--- src/assert_macros.svh ---
// assertion macros shared by the sorted priority queue modules
`ifndef ASSERT_MACROS_SVH
`define ASSERT_MACROS_SVH

// consequent checked in the same cycle as the antecedent
`define SPQ_ASSERT_NOW(label, ante, cons, msg) \
  label: assert property (@(posedge clk) disable iff (rst) (ante) |-> (cons)) \
    else $error(msg);

// consequent checked in the cycle after the antecedent
`define SPQ_ASSERT_NEXT(label, ante, cons, msg) \
  label: assert property (@(posedge clk) disable iff (rst) (ante) |=> (cons)) \
    else $error(msg);

`endif

--- src/spq_pkg.sv ---
// package: sizes, codes and controller/datapath structs of the sorted priority queue
package spq_pkg;

  localparam int CAPACITY = 128;
  localparam int ADDR_W   = $clog2(CAPACITY);
  localparam int CNT_W    = $clog2(CAPACITY + 1);
  localparam int KEY_W    = 32;
  localparam int VAL_W    = 64;
  localparam int STAT_W   = 2;
  localparam int OCC_W    = 8;
  localparam int ENTRY_W  = KEY_W + VAL_W;

  localparam logic [VAL_W-1:0] NEG_INF = 64'hFFF0_0000_0000_0000;

  localparam logic MODE_INSERT  = 1'b0;
  localparam logic MODE_EXTRACT = 1'b1;

  localparam logic [STAT_W-1:0] ST_OK    = 2'd0;
  localparam logic [STAT_W-1:0] ST_FULL  = 2'd1;
  localparam logic [STAT_W-1:0] ST_EMPTY = 2'd2;

  typedef logic [1:0] res_code_t;
  localparam res_code_t RES_INS   = 2'd0;
  localparam res_code_t RES_FULL  = 2'd1;
  localparam res_code_t RES_EMPTY = 2'd2;
  localparam res_code_t RES_EXT   = 2'd3;

  typedef struct packed {
    logic      capture;
    logic      shift;
    logic      place_next;
    logic      place_zero;
    logic      take;
    logic      set_res;
    res_code_t res;
    logic      load_out;
  } dp_cmd_t;

  typedef struct packed {
    logic empty;
    logic full;
    logic less;
    logic idx_zero;
    logic out_busy;
  } dp_stat_t;

endpackage

--- src/spq_ctrl.sv ---
// controller: sequences insert scan, extract read and result hand-off
`include "assert_macros.svh"

module spq_ctrl (
  input  logic              clk,
  input  logic              rst,
  input  logic              in_valid,
  input  logic              in_mode,
  input  spq_pkg::dp_stat_t stat,
  output logic              in_ready,
  output spq_pkg::dp_cmd_t  cmd
);

  localparam logic [2:0] ST_IDLE   = 3'd0;
  localparam logic [2:0] ST_TEST   = 3'd1;
  localparam logic [2:0] ST_PLACE0 = 3'd2;
  localparam logic [2:0] ST_EXT_RD = 3'd3;
  localparam logic [2:0] ST_FIN    = 3'd4;

  logic [2:0] state;
  logic [2:0] state_next;

  always_comb begin
    cmd        = '0;
    in_ready   = 1'b0;
    state_next = state;
    unique case (state)
      ST_IDLE: begin
        in_ready = 1'b1;
        if (in_valid) begin
          cmd.capture = 1'b1;
          if (in_mode == spq_pkg::MODE_EXTRACT) begin
            if (stat.empty) begin
              cmd.set_res = 1'b1;
              cmd.res     = spq_pkg::RES_EMPTY;
              state_next  = ST_FIN;
            end else begin
              state_next = ST_EXT_RD;
            end
          end else if (stat.full) begin
            cmd.set_res = 1'b1;
            cmd.res     = spq_pkg::RES_FULL;
            state_next  = ST_FIN;
          end else if (stat.empty) begin
            state_next = ST_PLACE0;
          end else begin
            state_next = ST_TEST;
          end
        end
      end
      ST_TEST: begin
        if (stat.less) begin
          cmd.shift = 1'b1;
          if (stat.idx_zero) begin
            state_next = ST_PLACE0;
          end
        end else begin
          cmd.place_next = 1'b1;
          cmd.set_res    = 1'b1;
          cmd.res        = spq_pkg::RES_INS;
          state_next     = ST_FIN;
        end
      end
      ST_PLACE0: begin
        cmd.place_zero = 1'b1;
        cmd.set_res    = 1'b1;
        cmd.res        = spq_pkg::RES_INS;
        state_next     = ST_FIN;
      end
      ST_EXT_RD: begin
        cmd.take    = 1'b1;
        cmd.set_res = 1'b1;
        cmd.res     = spq_pkg::RES_EXT;
        state_next  = ST_FIN;
      end
      ST_FIN: begin
        if (!stat.out_busy) begin
          cmd.load_out = 1'b1;
          state_next   = ST_IDLE;
        end
      end
      default: begin
        state_next = ST_IDLE;
      end
    endcase
  end

  always_ff @(posedge clk) begin
    if (rst) begin
      state <= ST_IDLE;
    end else begin
      state <= state_next;
    end
  end

  `SPQ_ASSERT_NEXT(a_accept_leaves_idle, in_valid && in_ready, state != ST_IDLE, "transfer left controller idle")
  `SPQ_ASSERT_NOW(a_load_when_free, cmd.load_out, !stat.out_busy, "result loaded over pending transfer")
  `SPQ_ASSERT_NOW(a_single_write, 1'b1, $onehot0({cmd.shift, cmd.place_next, cmd.place_zero}), "two store writes at once")

endmodule

--- config.mk ---
export PLATFORM = sky130hd
export DESIGN_NAME = spq_ctrl
export DESIGN_NICKNAME = d
export VERILOG_FILES = /design/src/spq_pkg.sv /design/src/spq_ctrl.sv
export VERILOG_INCLUDE_DIRS = /design/src /design/src/src
export SDC_FILE = /design/constraint.sdc
export NUM_CORES = 1
export LEC_CHECK = 0
export BUFFER_PORTS_ARGS = -buffer_cell sky130_fd_sc_hd__buf_2
export CELL_PAD_IN_SITES_DETAIL_PLACEMENT = 0
export CELL_PAD_IN_SITES_GLOBAL_PLACEMENT = 1
export CORE_AREA = 2 2 39 41
export DETAILED_ROUTE_END_ITERATION = 8
export DIE_AREA = 0 0 41 43
export PLACE_DENSITY = 0.68
export SLEW_MARGIN = 20
export SYNTH_ARGS = -nofsm -noshare
export SYNTH_HDL_FRONTEND = slang
export SYNTH_SLANG_ARGS = --single-unit
--- constraint.sdc ---
create_clock -name clk -period 1.87 [get_ports clk]
set_clock_uncertainty 0.1 [all_clocks]
set_input_delay 0.374 -clock clk [delete_from_list [all_inputs] [get_ports clk]]
set_output_delay 0.374 -clock clk [all_outputs]
set_load 0.01 [all_outputs]
Yosys cells after proc, flatten, opt, wreduce, memory -nomap -nowiden
Cells that the tools add are included.
{"block": "op_classes", "n_eq_ne": 7, "n_mux": 25, "reduce_logical": 3}
{"cell": "3-bit 2-to-1 mux", "count": 12}
{"cell": "3-bit one-hot mux with 4 select lines", "count": 2}
{"cell": "1-bit 2-to-1 mux", "count": 9}
{"cell": "3-bit by 2-bit == test with 1-bit output (second input constant)", "count": 2}
{"cell": "2-bit 2-to-1 mux", "count": 2}
{"cell": "2-bit != test (second input constant)", "count": 2}
{"cell": "3-bit by 1-bit == test with 1-bit output (second input constant)", "count": 1}
{"cell": "3-bit == test (second input constant)", "count": 1}
{"cell": "3-bit zero test", "count": 1}
{"cell": "3-bit != test (second input constant)", "count": 1}
{"cell": "3-bit AND reduction", "count": 1}
{"cell": "2-bit OR reduction", "count": 1}
{"block": "totals", "ff_bits": 3, "inputBits": 9, "output_inout_bits": 10, "word_cells": 36}

Depth between registers and ports, before layout
Gate-level depths: netlist of run 1.
{"block": "logic_depth", "depth_word": 5, "mapped_depth": 5, "depth_no_buf": 4}

Worst setup path after synthesis of run 1
No wires, ideal clock.
{"block": "synth_path", "path_type": "register to output", "from": "reg state[2]", "to": "out cmd[1] in the netlist's numbering", "arrival_ns": 1.259, "t_required_ns": 1.396, "setup_slack_ns": 0.137, "stages_incl_launch_ff": 4, "n_path_buf": 1, "cell_sequence": "dfxtp_1 > buf_6 > or4b_4 > o21ai_0"}
{"element": "start, declared", "line_no": "spq_ctrl.sv:20", "text": "logic [2:0] state;"}
{"element": "start signal, assigned", "line_no": "spq_ctrl.sv:92", "text": "state <= state_next;"}
{"element": "end, declared", "line_no": "spq_ctrl.sv:11", "text": "output spq_pkg::dp_cmd_t cmd"}

==> results of run 1 <==
[through the flow]
stage	setup slack, ns	TNS (ns)
2_1_floorplan	0.1371	0
3_3_place_gp	0.08791	0
3_5_place_dp	0.07231	0
4_1_cts	-0.09785	-0.1544
5_1_grt	-0.1252	-0.2543
6_report	-0.07711	-0.09509
[where the power goes]
part | internal, mW | total (mW) | switching (mW)
sequential | 0.0694 | 0.0723 | 0.00282
combinational | 0.0454 | 0.0911 | 0.0457
clock | 0.0802 | 0.117 | 0.0370
total | 0.195 | 0.281 | 0.0855
[final cells by class]
cell class / count / area, µm²
clock buffer: 4 / 26.28
fill: 158 / 960.9
inverter: 4 / 15.01
multi-input combinational: 27 / 172.7
sequential: 3 / 61.31
tap: 16 / 20.02
timing repair buffer: 23 / 127.6
[cell families after synthesis]
| group | Yosys count | synth area share, % |
|---|---|---|
| AOI/OAI and AO/OA | 8 | 20.56 |
| buffers and inverters | 7 | 13.08 |
| DFF | 3 | 22.43 |
| and+or+nand+nor | 19 | 43.92 |
[critical path, cell delays in order, from the launching register on]
cell and delay, ns:
dfxtp_2 0.31, or4b_4 0.55, a21o_1 0.19, nand2_1 0.07, buf_2 0.12
[cells in the final DEF, fill, tap and decap left out]
master	Yosys	final
nand2_1	4	4
nor4b_1	1	1
nor2b_1	2	2
clkbuf_4	0	3
and4bb_1	1	1
a21o_1	1	1
nand3b_1	1	1
clkbuf_1	1	1
nor2_1	3	3
inv_1	4	4
dfxtp_1	3	2
a2111oi_1	1	1
o21ai_0	3	2
a32oi_1	1	1
o21bai_1	1	1
dfxtp_2	0	1
buf_2	0	18
nand3_1	1	1
o21ai_1	0	1
a31oi_1	1	1
buf_4	0	5
nand2b_1	1	1
nor3_1	2	2
nor3b_1	2	2
or4b_4	1	1
[timing repair]
| action | 4_1_cts | 5_1_grt |
|---|---|---|
| setup endpoints to repair | 3 | 3 |
| resized for setup | 0 | 2 |
| setup buffers | 1 | 1 |
| pin swaps | 1 | 1 |
[worst min-delay path by stage]
stage                           from                     to  slack [ns]  depth (start not counted)
2_1_floorplan                    rst  state[2]$_SDFFE_PP0P_        0.34                          1
3_3_place_gp                     rst  state[2]$_SDFFE_PP0P_        0.48                          2
3_5_place_dp   state[2]$_SDFFE_PP0P_  state[1]$_SDFFE_PP0P_        0.48                          2
4_1_cts                          rst  state[2]$_SDFFE_PP0P_        0.23                          2
5_1_grt                          rst  state[2]$_SDFFE_PP0P_        0.24                          2
6_report                         rst  state[2]$_SDFFE_PP0P_        0.23                          2
[metal layers]
metal | GRT usage, % | part of all wire [%] | vias to the layer above | wire length (µm)
met5 | 0 | 0 | - | 0
met2 | 15.00 | 51 | 8 | 393
li1 | - | - | 177 | -
met3 | 3.141 | 3.3 | 0 | 25
met1 | 12.50 | 45 | 151 | 346
met4 | 8.000 | 0 | 0 | 0
==> reports/metrics.csv, run 1 <==
metric,value,unit
Die X,41,µm
pwr dens,663.4,mW/mm²
Initial Utilization,19.35,%
R2R setup slack,0.25,ns
"Most flops, register",state,
Post-Syn Instances,37,
Die ar.,0.001763,mm²
worst min path class,in2reg,
Antenna Cells,0,
Avg WL per Cell,9.948,µm
violations in the final reports,negative setup slack,
HPWL after detailed placement,601.9,µm
Post-synth EDFFs,0,
fmax,513.6,MHz
Final Cycle Share,104.1,%
worst-case vdd ir drop,0.1616,mV
share of layout cells above drive strength 1,45.90,%
maximum number of pins on one net before global-route repair,10,
register area share after synthesis,22.43,%
Vias/cell,4.364,
Worst-Skew Late Latency,0.23,ns
final wirelength,766,µm
TritonRoute pass-1 iters,4,
Mapped Area,267.8,µm²
syn_nets,46,
Core Region,0.001384,mm²
Final Cell Area,422.9,µm²
maximum buffer depth of the clock tree,2,
detailed-route via count,336,
FF-to-FF path depth,5,
Non-Filler Instances,77,
clock buffer count from CTS,3,
Worst Tran Pin Value,0.3049,ns
top flop regs,state x3,
nets,71,
Total Routing Usage GR,10.53,%
syn avg cell area,7.237,µm²
FF-to-FF Start,state[2]$_SDFFE_PP0P_,
total power,0.2805,mW
H-tree depth,1,
Synth warnings,0,
Setup-failing EPs final,2,
placed instance area,380.4,µm²
Die Y,43,µm
Unique masters post-synth,22,
Initial DRC Count,1,
CTS Root Cell,clkbuf_4,
end of the worst register-to-register path,state[2]$_SDFFE_PP0P_,
CTS tree,yes,
gpl congestion,0.7022,
Post-DRT Antenna Nets,0,
Final Hold Fails,0,
worst rel slew slack,79.62,%
Residual DRC,0,
crit path capture,cmd[3],
count of final max-slew check failures,0,
final worst setup slack,-0.07711,ns
GRT overflow,0,
critical path arrival,1.47,ns
worst hold margin,0.2317,ns
unrepaired setup endpoints after global routing,true,
IO Count,19,
P&R area growth vs syn,57.94,%
Leak,0.2296,nW
CP Capture Type,output port,
first-pass GRT wire length,1214,µm
Main synth FF type,dfxtp_1,
initial antenna violation count,0,
async set or reset register ratio after synthesis,0,%
CP Data Required Time,1.40,ns
I/O Buffers,18,
Rows,14,
leading post-synthesis cells by cell area,"dfxtp_1 22%, o21ai_0 5.6%, inv_1 5.6%, nand2_1 5.6%, nor3b_1 5.6%",
placed cell count,71,
crit path max fanout,4,
number of global-route vias before repair,310,
Worst Setup SP,state[2]$_SDFFE_PP0P_,
Sink Count,3,
Final min period,1.947,ns
max FFs per register,3,
Synth top cells by count,"4 x inv_1, 4 x nand2_1, 3 x dfxtp_1, 3 x nor2_1, 3 x o21ai_0",
CTS Hold Bufs,0,
CP Class,reg2out,
"FF+latch count, synth",3,
Synth top area share,22.43,%
status,finished with violations,
Worst Setup Start Kind,flip-flop,
Synth area leader,dfxtp_1,
clock transition at the registers of the reported paths,0.04,ns
Util after Layout,30.56,%
maxcap violations,0,
(Power assumes the default switching activity.)
==> inputs of run 2 (changes only) <==
--- a/config.mk
+++ b/config.mk
@@ -12,7 +12,7 @@
 export CORE_AREA = 2 2 39 41
 export DETAILED_ROUTE_END_ITERATION = 8
 export DIE_AREA = 0 0 41 43
-export PLACE_DENSITY = 0.68
+export PLACE_DENSITY = 0.71
 export SLEW_MARGIN = 20
 export SYNTH_ARGS = -nofsm -noshare
 export SYNTH_HDL_FRONTEND = slang
==> reports/metrics.csv, run 2 (synthesis results as in run 1) <==
metric,value,unit
maxcap violations,0,
postcts setup bufs,0,
IO Count,19,
nets,69,
initial antenna violation count,0,
final worst setup slack,-0.06074,ns
violations in the final reports,negative setup slack,
HPWL after detailed placement,564.7,µm
detailed-route via count,328,
Avg WL per Cell,9.240,µm
clock transition at the registers of the reported paths,0.04,ns
TritonRoute pass-1 iters,4,
Setup-failing EPs final,3,
"commonest non-fill, non-tap cell in the layout",buf_2,
Total Routing Usage GR,9.419,%
I/O Buffers,18,
Worst path max stage delay,0.54,ns
top flop regs,state x3,
Die X,41,µm
critical path arrival,1.46,ns
Die ar.,0.001763,mm²
Rows,14,
Vias/cell,4.373,
H-tree depth,1,
status,finished with violations,
crit-path leading delay family,simple AND/OR/NAND/NOR gates,
Worst Tran Pin Value,0.2768,ns
most frequent cells in the layout,"18 x buf_2, 4 x inv_1, 4 x nand2_1",
Die Y,43,µm
unrepaired setup endpoints after global routing,true,
maximum buffer depth of the clock tree,2,
fmax,517.9,MHz
Initial Utilization,19.35,%
worst rel slew slack,81.50,%
gpl congestion,0.7409,
CP Class,reg2out,
R2R setup slack,0.45,ns
Post-DRT Antenna Nets,0,
maximum number of pins on one net before global-route repair,10,
Worst Setup Start Kind,flip-flop,
placed cell count,71,
share of layout cells above drive strength 1,44.07,%
placed instance area,380.4,µm²
first-pass GRT wire length,1117,µm
worst min path class,in2reg,
CP Data Required Time,1.40,ns
crit path max fanout,4,
Fill cells,155,
Sink Count,3,
Worst Hold End,state[0]$_SDFFE_PP0P_,
Core Region,0.001384,mm²
crit-path cells,or4b_4 > a21o_1 > nand2_1 > buf_2,
P&R area growth vs syn,52.34,%
FF-to-FF path depth,4,
Residual DRC,0,
total power,0.2718,mW
Final Hold Fails,0,
Hold Path Depth,2,
CTS tree,yes,
Leak,0.2210,nW
Final Cycle Share,103.2,%
CP Capture Type,output port,
Non-Filler Instances,75,
max FFs per register,3,
count of final max-slew check failures,0,
FF-to-FF Start,state[2]$_SDFFE_PP0P_,
CTS Root Cell,clkbuf_4,
GRT overflow,0,
CP Buf/Inv Count,1,
end of the worst register-to-register path,state[1]$_SDFFE_PP0P_,
Initial DRC Count,3,
Hold Path Origin,rst,
"Most flops, register",state,
Register Area,61.31,µm²
Final min period,1.931,ns
area of the multi-input gates,172.7,µm²
clock buffer count from CTS,3,
number of global-route vias before repair,278,
worst-case vdd ir drop,0.2411,mV
Worst-Skew Late Latency,0.23,ns
Final Cell Area,407.9,µm²
pwr dens,666.3,mW/mm²
"slowest stage cell, crit path",or4b_4,
Antenna Cells,0,
final wirelength,693,µm
-- run 2: changes by cell type in the layout (fill, tap and decap cells not counted), sizes merged --
cell,delta
buf,-2
-- run 2: metal layers --
layer  GRT usage [%]  vias to the layer above  part of all wire [%]
met3           3.665                        0                   4.5
met1           12.14                      147                    46
met5               0                        -                     0
met4           6.000                        0                     0
met2           12.50                        7                    49
li1                -                      174                     -
-- run 2: through the flow --
step / setup slack [ns] / hold WS [ns] / util [%] / setup TNS (ns)
6_report: -0.06074 / 0.2361 / 29.48 / -0.09628
5_1_grt: -0.1219 / 0.2363 / 29.48 / -0.2645
3_5_place_dp: 0.09534 / 0.4862 / 27.49 / 0
2_1_floorplan: 0.1371 / 0.3434 / - / 0
4_1_cts: -0.07481 / 0.2332 / 29.39 / -0.1293
3_3_place_gp: 0.1060 / 0.4792 / 27.49 / 0
-- run 2: final cells by class --
cell class	count	area share (%)
Clock buffer	4	6.442
Sequential cell	3	15.03
Multi-Input combinational cell	27	42.33
Tap cell	16	4.908
Inverter	4	3.681
Timing Repair Buffer	21	27.61
-- run 2: worst reg2reg max path, delay by kind of cell, from the launching register on --
family          cells  cell delay (ns)
compound gates      2             0.49
buf+inv             1             0.16
simple gates        1             0.25
flops               1             0.31
-- run 2: repair_timing --
| action | CTS | global route |
|---|---|---|
| gates resized for setup | 0 | 1 |
| hold buffers | 0 | 0 |
| pin swaps | 1 | 1 |
| endpoints found under the setup margin | 3 | 3 |
-- run 2: where the power goes --
| group | switching, mW | internal (mW) |
|---|---|---|
| sequential | 0.00297 | 0.0692 |
| clock | 0.0351 | 0.0801 |
| combinational | 0.0434 | 0.0411 |
-- run 2: how the worst max path moves through the flow --
stage	startpoint	end	slack (ns)	cells past startpoint
finish	state[0]$_SDFFE_PP0P_	cmd[3]	-0.06	4
global route	state[0]$_SDFFE_PP0P_	cmd[3]	-0.12	4
CTS	state[1]$_SDFFE_PP0P_	cmd[3]	-0.07	4
detailed placement	in_valid	cmd[3]	0.1	5
global placement	in_valid	cmd[3]	0.11	5
floorplan	state[2]$_SDFFE_PP0P_	cmd[1]	0.14	3
==> inputs of run 3 (changes only) <==
--- a/config.mk
+++ b/config.mk
@@ -10,6 +10,7 @@
 export CELL_PAD_IN_SITES_DETAIL_PLACEMENT = 0
 export CELL_PAD_IN_SITES_GLOBAL_PLACEMENT = 1
 export CORE_AREA = 2 2 39 41
+export CTS_BUF_LIST = sky130_fd_sc_hd__clkbuf_4 sky130_fd_sc_hd__clkbuf_8 sky130_fd_sc_hd__clkbuf_16
 export DETAILED_ROUTE_END_ITERATION = 8
 export DIE_AREA = 0 0 41 43
 export PLACE_DENSITY = 0.71
==> reports/metrics.csv, run 3 (synthesis results as in run 1) <==
metric,value,unit
status,finished with violations,
violations in the final reports,negative setup slack,
Worst path max stage delay,0.54,ns
worst min path class,in2reg,
Rows,14,
max FFs per register,3,
Sink Count,3,
top flop regs,state x3,
most frequent cells in the layout,"18 x buf_2, 4 x inv_1, 4 x nand2_1, 4 x clkbuf_4",
pwr dens,698.7,mW/mm²
crit-path leading delay family,simple AND/OR/NAND/NOR gates,
crit-path cells,or4b_4 > a21o_1 > nand2_1 > buf_2,
Residual DRC,0,
Worst-Skew Late Latency,0.23,ns
Die Y,43,µm
Worst Tran Pin Value,0.2766,ns
clock transition at the registers of the reported paths,0.04,ns
share of layout cells above drive strength 1,45.76,%
Initial Utilization,19.35,%
Avg WL per Cell,9.347,µm
fmax,517.0,MHz
maxcap violations,0,
Die ar.,0.001763,mm²
first-pass GRT wire length,1138,µm
count of final max-slew check failures,0,
H-tree depth,1,
"slowest stage cell, crit path",or4b_4,
Fill cells,156,
I/O Buffers,18,
clock buffer count from CTS,3,
Die X,41,µm
crit path max fanout,4,
initial antenna violation count,0,
Final Hold Fails,0,
IO Count,19,
worst rel slew slack,81.51,%
CP Data Required Time,1.40,ns
CTS tree,yes,
Final min period,1.934,ns
Worst Setup Start Kind,flip-flop,
GRT overflow,0,
unrepaired setup endpoints after global routing,true,
gpl congestion,0.7409,
nets,69,
Register Area,61.31,µm²
TritonRoute pass-1 iters,4,
Setup-failing EPs final,3,
Final Cell Area,411.6,µm²
worst-case vdd ir drop,0.2440,mV
P&R area growth vs syn,53.74,%
Total Routing Usage GR,10.02,%
CTS Hold Bufs,0,
HPWL after detailed placement,564.7,µm
area of the multi-input gates,172.7,µm²
Util after Layout,29.75,%
postcts setup bufs,0,
Core Region,0.001384,mm²
CP Class,reg2out,
placed instance area,380.4,µm²
critical path arrival,1.46,ns
Final Cycle Share,103.4,%
final wirelength,701,µm
maximum number of pins on one net before global-route repair,10,
maximum buffer depth of the clock tree,2,
detailed-route via count,327,
Vias/cell,4.360,
final worst setup slack,-0.06408,ns
CP Capture Type,output port,
number of global-route vias before repair,276,
"Most flops, register",state,
"commonest non-fill, non-tap cell in the layout",buf_2,
CTS Root Cell,clkbuf_4,
CP Buf/Inv Count,1,
Initial DRC Count,1,
Antenna Cells,0,
Leak,0.2245,nW
Post-DRT Antenna Nets,0,
[run 3: timing repair]
action	CTS	global route
setup endpoints to repair	3	3
gates resized for setup	0	1
pin swaps	1	1
[run 3: worst paths after layout]
path,cells past startpoint,slack (ns),end,start
min reg2reg,2,0.49,state[1]$_SDFFE_PP0P_,state[2]$_SDFFE_PP0P_
min,2,0.23,state[0]$_SDFFE_PP0P_,rst
max,4,-0.06,cmd[3],state[0]$_SDFFE_PP0P_
max reg2reg,4,0.45,state[1]$_SDFFE_PP0P_,state[2]$_SDFFE_PP0P_
[run 3: worst register-to-register path: stages, from the launching register on]
cell and delay [ns]:
dfxtp_1 0.31, buf_4 0.16, nor3_1 0.25, o21ai_0 0.13, a2111oi_1 0.36
[run 3: per-stage QoR]
step           total power, mW  hold WS (ns)  worst slack [ns]  instances  TNS (ns)
3_3_place_gp            0.1592        0.4792            0.1060         71         0
5_1_grt                 0.3131        0.2284           -0.1298         75   -0.2882
6_report                0.2876        0.2336          -0.06408         75   -0.1048
2_1_floorplan           0.1251        0.3434            0.1371         37         0
4_1_cts                 0.2975        0.2291          -0.07886         75   -0.1414
3_5_place_dp            0.1588        0.4862           0.09534         71         0
[run 3: layout make-up]
class | instances | area share [%]
multi-input combinational | 27 | 41.95
timing repair buffer | 21 | 27.36
sequential | 3 | 14.89
clock buffer | 4 | 7.295
tap | 16 | 4.863
inverter | 4 | 3.647
[run 3: power by group]
part / total (mW) / switching (mW) / internal (mW) / leakage, nW
clock network: 0.131 / 0.0364 / 0.0946 / 0.0184
registers: 0.0722 / 0.00294 / 0.0692 / 0.0250
logic: 0.0845 / 0.0434 / 0.0411 / 0.181
total: 0.288 / 0.0827 / 0.205 / 0.224
[run 3: routing by layer]
layer  GRT usage (%)  wire length [µm]  part of all wire [%]  vias up
met5               0                 0                     0        -
met4           8.000                 0                     0        0
met3           5.236                31                   4.4        0
met2           12.50               352                    50        7
met1           12.14               317                    45      147
li1                -                 -                     -      173
